===== src/lpdd_pkg.sv =====
// Shared types and constants for the line-follower PID drive block.
package lpdd_pkg;

    typedef enum logic [1:0] {
        STEER_PID         = 2'd0,
        STEER_PIVOT_LEFT  = 2'd1,
        STEER_PIVOT_RIGHT = 2'd2
    } steer_mode_t;

    localparam int CFG_INDEX_W = 3;
    localparam int CFG_DATA_W  = 16;

    localparam logic [CFG_INDEX_W-1:0] REG_SETPOINT         = 3'd0;
    localparam logic [CFG_INDEX_W-1:0] REG_GAIN_P           = 3'd1;
    localparam logic [CFG_INDEX_W-1:0] REG_GAIN_D           = 3'd2;
    localparam logic [CFG_INDEX_W-1:0] REG_GAIN_I           = 3'd3;
    localparam logic [CFG_INDEX_W-1:0] REG_BASE_LEFT        = 3'd4;
    localparam logic [CFG_INDEX_W-1:0] REG_BASE_RIGHT       = 3'd5;
    localparam logic [CFG_INDEX_W-1:0] REG_SPEED_LIMIT      = 3'd6;
    localparam logic [CFG_INDEX_W-1:0] REG_HARD_TURN_ENABLE = 3'd7;

    localparam int SETPOINT_W = 14;
    localparam int GAIN_W     = 16;
    localparam int SPEED_W    = 8;

    localparam logic [SETPOINT_W-1:0] SETPOINT_RST    = 14'd5500;
    localparam logic [GAIN_W-1:0]     GAIN_P_RST      = 16'd389;
    localparam logic [GAIN_W-1:0]     GAIN_D_RST      = 16'd3277;
    localparam logic [GAIN_W-1:0]     GAIN_I_RST      = 16'd0;
    localparam logic [SPEED_W-1:0]    BASE_LEFT_RST   = 8'd160;
    localparam logic [SPEED_W-1:0]    BASE_RIGHT_RST  = 8'd160;
    localparam logic [SPEED_W-1:0]    SPEED_LIMIT_RST = 8'd250;

    localparam logic [31:0] PIVOT_LOW_LIMIT  = 32'd2000;
    localparam logic [31:0] PIVOT_HIGH_LIMIT = 32'd13000;

    localparam logic [SPEED_W-1:0] PIVOT_LEFT_RIGHT_SPEED = 8'd100;
    localparam logic [SPEED_W-1:0] PIVOT_RIGHT_LEFT_SPEED = 8'd160;

endpackage


===== src/line_pid_differential_drive.sv =====
// Line-follower PID controller producing left/right motor duties per position sample.
//
// Usage: each item on the s_ channel is one line-position sample (s_tdata). Each
// accepted sample yields exactly one item on the m_ channel: left duty in
// m_tdata[7:0], right duty in m_tdata[15:8], steer mode in m_tuser.
// Registers are written through cfg_valid/cfg_index/cfg_data; cfg_ready is
// always high. Write them only while the block is idle.
//
// An accepted sample enters the input register, which feeds error, the three gain
// multiplies, sum and clamp; these land in the result register that drives m_tvalid.
// Throughput is one item per cycle while m_tready holds; the error state is updated
// as a non-pivot item leaves the input register, so samples follow without bubbles.
// When the receiver stalls, the result register holds, the input register
// fills, and s_tready drops once both hold an item; a waiting result holds steady.
// Reset clears both stage valids, the previous error and the integral, and
// loads the register defaults. There is no clearing pass.
module line_pid_differential_drive #(
    parameter int POSITION_BITS  = 14,
    parameter int INTEGRAL_BITS  = 24,
    parameter int GAIN_FRAC_BITS = 12
) (
    input  logic                                aclk,
    input  logic                                aresetn,
    input  logic                                s_tvalid,
    output logic                                s_tready,
    // [POSITION_BITS-1:0] line_position, rest zero
    input  logic [((POSITION_BITS+7)/8)*8-1:0]  s_tdata,
    output logic                                m_tvalid,
    input  logic                                m_tready,
    // [7:0] left duty, [15:8] right duty
    output logic [15:0]                         m_tdata,
    // [1:0] steer_mode
    output logic [1:0]                          m_tuser,
    input  logic                                cfg_valid,
    output logic                                cfg_ready,
    input  logic [lpdd_pkg::CFG_INDEX_W-1:0]    cfg_index,
    input  logic [lpdd_pkg::CFG_DATA_W-1:0]     cfg_data
);
    import lpdd_pkg::*;

    localparam int P      = POSITION_BITS;
    localparam int IB     = INTEGRAL_BITS;
    localparam int F      = GAIN_FRAC_BITS;
    localparam int ISUM_W = ((IB > P + 1) ? IB : P + 1) + 1;
    localparam int PP_W   = GAIN_W + 1 + P + 1;
    localparam int PD_W   = GAIN_W + 1 + P + 2;
    localparam int PI_W   = GAIN_W + 1 + IB;
    localparam int PID_W  = ((PI_W > PD_W) ? PI_W : PD_W) + 3;

    localparam logic signed [ISUM_W-1:0] IMAX = {{(ISUM_W-IB+1){1'b0}}, {(IB-1){1'b1}}};
    localparam logic signed [ISUM_W-1:0] IMIN = {{(ISUM_W-IB+1){1'b1}}, {(IB-1){1'b0}}};

    // configuration
    logic [SETPOINT_W-1:0] setpoint_reg;
    logic [GAIN_W-1:0]     gain_p_reg, gain_d_reg, gain_i_reg;
    logic [SPEED_W-1:0]    base_left_reg, base_right_reg, speed_limit_reg;
    logic                  hard_turn_reg;

    assign cfg_ready = 1'b1;

    always_ff @(posedge aclk) begin
        if (!aresetn) begin
            setpoint_reg    <= SETPOINT_RST;
            gain_p_reg      <= GAIN_P_RST;
            gain_d_reg      <= GAIN_D_RST;
            gain_i_reg      <= GAIN_I_RST;
            base_left_reg   <= BASE_LEFT_RST;
            base_right_reg  <= BASE_RIGHT_RST;
            speed_limit_reg <= SPEED_LIMIT_RST;
            hard_turn_reg   <= 1'b0;
        end else if (cfg_valid) begin
            case (cfg_index)
                REG_SETPOINT:         setpoint_reg    <= cfg_data[SETPOINT_W-1:0];
                REG_GAIN_P:           gain_p_reg      <= cfg_data[GAIN_W-1:0];
                REG_GAIN_D:           gain_d_reg      <= cfg_data[GAIN_W-1:0];
                REG_GAIN_I:           gain_i_reg      <= cfg_data[GAIN_W-1:0];
                REG_BASE_LEFT:        base_left_reg   <= cfg_data[SPEED_W-1:0];
                REG_BASE_RIGHT:       base_right_reg  <= cfg_data[SPEED_W-1:0];
                REG_SPEED_LIMIT:      speed_limit_reg <= cfg_data[SPEED_W-1:0];
                REG_HARD_TURN_ENABLE: hard_turn_reg   <= cfg_data[0];
                default: ;
            endcase
        end
    end

    // stage enables: a stage may load when it is empty or its content moves on
    logic v1_reg, v2_reg;
    logic en1, en2;

    assign en2      = !v2_reg || m_tready;
    assign en1      = !v1_reg || en2;
    assign s_tready = en1;

    // stage 1: input register
    logic [P-1:0] pos1_reg;

    always_ff @(posedge aclk) begin
        if (!aresetn) begin
            v1_reg <= 1'b0;
        end else if (en1) begin
            v1_reg <= s_tvalid;
        end
    end

    always_ff @(posedge aclk) begin
        if (en1 && s_tvalid) begin
            pos1_reg <= s_tdata[P-1:0];
        end
    end

    // error, derivative, saturated integral, products
    logic signed [P:0]        prev_err_reg;
    logic signed [IB-1:0]     integ_reg;
    logic [P-1:0]             sp_ext;
    logic signed [P:0]        err_c;
    logic signed [P+1:0]      diff_c;
    logic signed [ISUM_W-1:0] isum_c;
    logic signed [IB-1:0]     integ_c;
    logic                     pivot_l_c, pivot_r_c;
    logic signed [PP_W-1:0]   prod_p_c;
    logic signed [PD_W-1:0]   prod_d_c;
    logic signed [PI_W-1:0]   prod_i_c;

    always_comb begin
        for (int b = 0; b < P; b++) begin
            sp_ext[b] = (b < SETPOINT_W) ? setpoint_reg[b] : 1'b0;
        end
    end

    always_comb begin
        err_c  = $signed({1'b0, pos1_reg}) - $signed({1'b0, sp_ext});
        diff_c = $signed({err_c[P], err_c}) - $signed({prev_err_reg[P], prev_err_reg});
        isum_c = ISUM_W'(integ_reg) + ISUM_W'(err_c);
        if (isum_c > IMAX) begin
            integ_c = IMAX[IB-1:0];
        end else if (isum_c < IMIN) begin
            integ_c = IMIN[IB-1:0];
        end else begin
            integ_c = isum_c[IB-1:0];
        end
        pivot_l_c = hard_turn_reg && (32'(pos1_reg) < PIVOT_LOW_LIMIT);
        pivot_r_c = hard_turn_reg && (32'(pos1_reg) > PIVOT_HIGH_LIMIT);
        prod_p_c  = $signed({1'b0, gain_p_reg}) * err_c;
        prod_d_c  = $signed({1'b0, gain_d_reg}) * diff_c;
        prod_i_c  = $signed({1'b0, gain_i_reg}) * integ_c;
    end

    // pivot items leave the state alone
    always_ff @(posedge aclk) begin
        if (!aresetn) begin
            prev_err_reg <= '0;
            integ_reg    <= '0;
        end else if (v1_reg && en2 && !pivot_l_c && !pivot_r_c) begin
            prev_err_reg <= err_c;
            integ_reg    <= integ_c;
        end
    end

    // truncate toward zero and clamp to 0..limit
    function automatic logic [SPEED_W-1:0] to_speed(input logic signed [PID_W-1:0] v,
                                                     input logic [SPEED_W-1:0] limit);
        logic [PID_W-F-1:0] whole;
        whole = v[PID_W-1:F];
        if (v <= 0) begin
            return '0;
        end else if (whole > (PID_W-F)'(limit)) begin
            return limit;
        end else begin
            return whole[SPEED_W-1:0];
        end
    endfunction

    logic signed [PID_W-1:0] pid_c, lsum_c, rsum_c;
    logic [SPEED_W-1:0]      left_c, right_c;
    steer_mode_t             mode_c;

    always_comb begin
        pid_c  = PID_W'(prod_p_c) + PID_W'(prod_d_c) + PID_W'(prod_i_c);
        rsum_c = $signed({{(PID_W-SPEED_W-F){1'b0}}, base_right_reg, {F{1'b0}}}) + pid_c;
        lsum_c = $signed({{(PID_W-SPEED_W-F){1'b0}}, base_left_reg, {F{1'b0}}}) - pid_c;
        if (pivot_l_c) begin
            left_c  = '0;
            right_c = PIVOT_LEFT_RIGHT_SPEED;
            mode_c  = STEER_PIVOT_LEFT;
        end else if (pivot_r_c) begin
            left_c  = PIVOT_RIGHT_LEFT_SPEED;
            right_c = '0;
            mode_c  = STEER_PIVOT_RIGHT;
        end else begin
            left_c  = to_speed(lsum_c, speed_limit_reg);
            right_c = to_speed(rsum_c, speed_limit_reg);
            mode_c  = STEER_PID;
        end
    end

    // stage 2: result register
    logic [SPEED_W-1:0] left_reg, right_reg;
    steer_mode_t        mode_reg;

    always_ff @(posedge aclk) begin
        if (!aresetn) begin
            v2_reg <= 1'b0;
        end else if (en2) begin
            v2_reg <= v1_reg;
        end
    end

    always_ff @(posedge aclk) begin
        if (en2 && v1_reg) begin
            left_reg  <= left_c;
            right_reg <= right_c;
            mode_reg  <= mode_c;
        end
    end

    assign m_tvalid = v2_reg;
    assign m_tdata  = {right_reg, left_reg};
    assign m_tuser  = mode_reg;

endmodule


===== config.mk =====
export PLATFORM = sky130hd
export DESIGN_NAME = line_pid_differential_drive
export DESIGN_NICKNAME = d
export VERILOG_FILES = /design/src/lpdd_pkg.sv /design/src/line_pid_differential_drive.sv
export SDC_FILE = /design/constraint.sdc
export NUM_CORES = 2
export LEC_CHECK = 0
export ABC_CLOCK_PERIOD_IN_PS = 19100
export BUFFER_PORTS_ARGS = -buffer_cell sky130_fd_sc_hd__buf_2
export CAP_MARGIN = 20
export CELL_PAD_IN_SITES_DETAIL_PLACEMENT = 0
export CELL_PAD_IN_SITES_GLOBAL_PLACEMENT = 1
export CORE_MARGIN = 1.5
export CORE_UTILIZATION = 36
export DETAILED_ROUTE_END_ITERATION = 7
export GPL_ROUTABILITY_DRIVEN = 0
export PLACE_DENSITY = 0.58
export SLEW_MARGIN = 20
export SYNTH_ARGS = -nofsm -noshare
export SYNTH_HDL_FRONTEND = slang
export SYNTH_SLANG_ARGS = --single-unit

===== constraint.sdc =====
create_clock -name aclk -period 19.1 [get_ports aclk]
set_clock_uncertainty 0.15 [all_clocks]
set_input_delay 0.955 -clock aclk [delete_from_list [all_inputs] [get_ports aclk]]
set_output_delay 0.955 -clock aclk [all_outputs]
set_load 0.02 [all_outputs]

==> out/metrics.csv <==
metric,value,unit
GR Layer Usage met3,0.02718,
fillers,12120,
Area Overhead vs Synth,7.247,%
Worst-Skew Late Latency,0.51,ns
Synthesized Nets,6198,
fmax,0.05454,GHz
Crit path top cell by count,fa_1,
met2 Use GR,0.3932,
WS Path Type,reg -> reg,
Starting Density,0.3636,
Avg Inst Size Synth,8.636,um^2
Core ar.,116500,um^2
global-route wire length before repair,218500,um
hpwl dp,119900,um
final setup violation count,0,
Largest register FFs,24,
final hold vios,0,
WP buf/inv,10,
CTS tree,yes,
WL/cell,21.62,um
largest net degree at the start of global routing,78,
PortBufs,57,
antenna violations before repair,7,
num rows,125,
TritonRoute pass-1 iters,5,
register area share after synthesis,0.08316,
critical path's slowest cell,fa_1,
"EDFF count, synth",32,
Via Count,32000,
met1 Resource Use GR,0.3509,
GRT busiest layer,met2,
CP peak stage delay,0.69,ns
CTS buffer count,17,
register bit total from synthesis,160,
Yosys warning total,0,
Rel. slew slack,0.2647,
Post-Synthesis Cell Area,42370,um^2
RSZ-0062 raised after global routing,no,
share of cells above drive strength 1,0.05565,
largest delay contributor family on the critical path,adder cells,
clock-pin slew on the worst setup and hold paths,0.10,ns
# H-tree levels,4,
CTS root buffer,clkbuf_16,
final core occ,0.3900,
setup TNS,0,ns
Die Span Y,346.1,um
# clock sinks,160,
ys flop type,dfxtp_1,
Post-Route WL,139500,um
drt via density,4.961,
"Req. time, crit path",19.20,ns
Setup Buffers After CTS,0,
GRT Overall Usage,0.2430,
Antenna Nets Post-Route,0,
gr ovfl total,0,
number of global-route vias before repair,34170,
nets,6203,
Async SR Flop Fraction,0,
DRC Markers,0,
Worst Setup End Kind,flop,
max_cap viols,0,
crit path time final,18.34,ns
Hold Path Class,reg -> reg,
"Distinct cells, synth",94,
Cells after Synth,4906,
Initial DRC Count,2005,
Slew @ Worst Pin,1.103,ns
DIE AREA,119800,um^2
Ports,61,
CP arrival,18.44,ns
Clock Path Buffers,2,
"Period Utilization, post-route",0.9600,
Die W,346.1,um
startpoint types,flop,
max-slew violation count,0,
status,finished clean,
top fanout value on the critical path,17,
-- cell usage after synthesis (7+ instances only) --
| library cell | count | share of area |
|---|---|---|
| a211oi_1 | 18 | 0.0032 |
| a21boi_0 | 79 | 0.014 |
| a21o_1 | 51 | 0.0090 |
| a21oi_1 | 97 | 0.011 |
| a22o_1 | 8 | 0.0017 |
| a31oi_1 | 9 | 0.0013 |
| and2_0 | 7 | 0.0010 |
| and2_1 | 225 | 0.033 |
| and3_1 | 16 | 0.0024 |
| and4_1 | 10 | 0.0021 |
| buf_1 | 7 | 0.00062 |
| buf_2 | 7 | 0.00083 |
| clkbuf_1 | 160 | 0.014 |
| dfxtp_1 | 128 | 0.060 |
| edfxtp_1 | 32 | 0.023 |
| fa_1 | 882 | 0.42 |
| ha_1 | 370 | 0.11 |
| inv_1 | 1153 | 0.10 |
| mux2i_1 | 17 | 0.0040 |
| nand2_1 | 731 | 0.065 |
| nand2b_1 | 36 | 0.0053 |
| nand3_1 | 53 | 0.0063 |
| nand4_1 | 14 | 0.0021 |
| nor2_1 | 275 | 0.024 |
| nor2b_1 | 60 | 0.0089 |
| nor3_1 | 36 | 0.0043 |
| nor4_1 | 17 | 0.0025 |
| o211ai_1 | 25 | 0.0044 |
| o21a_1 | 14 | 0.0025 |
| o21ai_0 | 114 | 0.013 |
| o21bai_1 | 13 | 0.0023 |
| o31ai_1 | 11 | 0.0019 |
| or2_2 | 20 | 0.0030 |
| or3_1 | 12 | 0.0018 |
| xnor2_1 | 50 | 0.010 |
| xor2_1 | 32 | 0.0066 |
-- stage by stage --
step / hold WS (ns) / worst slack, ns / instance area, um^2 / instances
global route: 0.3387 / 0.05216 / 45430 / 6448
floorplan: 0.2799 / 2.591 / 42370 / 4906
finish: 0.3061 / 0.7647 / 45440 / 6450
detailed placement: 0.2975 / 0.5520 / 44830 / 6416
CTS: 0.3115 / 0.5124 / 45400 / 6448
global placement: 0.2886 / 0.5984 / 44830 / 6416
-- cells by family (layout without fill, tap and decap cells) --
logic type | after synthesis | count (layout) | synth area share
mux | 20 | 20 | 0.004814
fa+ha+maj | 1252 | 1252 | 0.5260
compound gates | 511 | 511 | 0.08104
simple gates | 1543 | 1543 | 0.1683
xor+xnor | 82 | 82 | 0.01695
other cells | 1 | 3 | 0.00008851
buf+inv | 1337 | 1355 | 0.1196
flops | 160 | 160 | 0.08316
-- final cells by class --
cell class	count	area (um^2)	area share
repair buffers	170	1161	0.02555
flip-flops and latches	160	3523	0.07754
multi-input cells	3409	33950	0.7471
well taps	1524	1907	0.04196
diodes	2	5.005	0.0001101
inverters	1153	4328	0.09525
clock inverters	13	115.1	0.002533
clock buffers	19	452.9	0.009968
-- placed cells by master, fill, tap and decap left out, types with 36 or more instances in the layout --
master / n
a21oi_1: 97
a21o_1: 51
a21boi_0: 79
fa_1: 882
nor2b_1: 59
buf_2: 56
and2_1: 225
dfxtp_1: 128
nand2b_1: 36
nand2_1: 731
inv_1: 1152
nand3_1: 53
o21ai_0: 112
buf_4: 112
xnor2_1: 43
ha_1: 370
nor2_1: 273
-- routing by layer --
metal | up-vias | wire [um]
met5 | - | 27
met4 | 4 | 2585
met3 | 115 | 6675
met2 | 700 | 64100
met1 | 16360 | 66070
li1 | 14820 | -
-- worst paths after layout --
check,start,end,slack (ns),depth (start not counted)
max reg2reg,pos1_reg[0]$_DFFE_PP_,right_reg[2]$_SDFFCE_PP1P_,0.76,60
min,prev_err_reg[12]$_SDFFE_PN0P_,prev_err_reg[12]$_SDFFE_PN0P_,0.31,2
max,pos1_reg[0]$_DFFE_PP_,right_reg[2]$_SDFFCE_PP1P_,0.76,60
min reg2reg,prev_err_reg[12]$_SDFFE_PN0P_,prev_err_reg[12]$_SDFFE_PN0P_,0.31,2
-- what timing repair did --
item                                    4_1_cts  5_1_grt
hold buffers                                  0        0
endpoints found under the setup margin        0       13
gates resized for setup                       0        7
-- tightest hold or removal path: stages, from the launching register on --
cell and delay (ns):
dfxtp_1 0.32, nand3_1 0.06, nand2_1 0.04
Power is left out: the tool's default activity adds up to more than one toggle a clock period on the data nets, which glitch-free logic cannot reach.
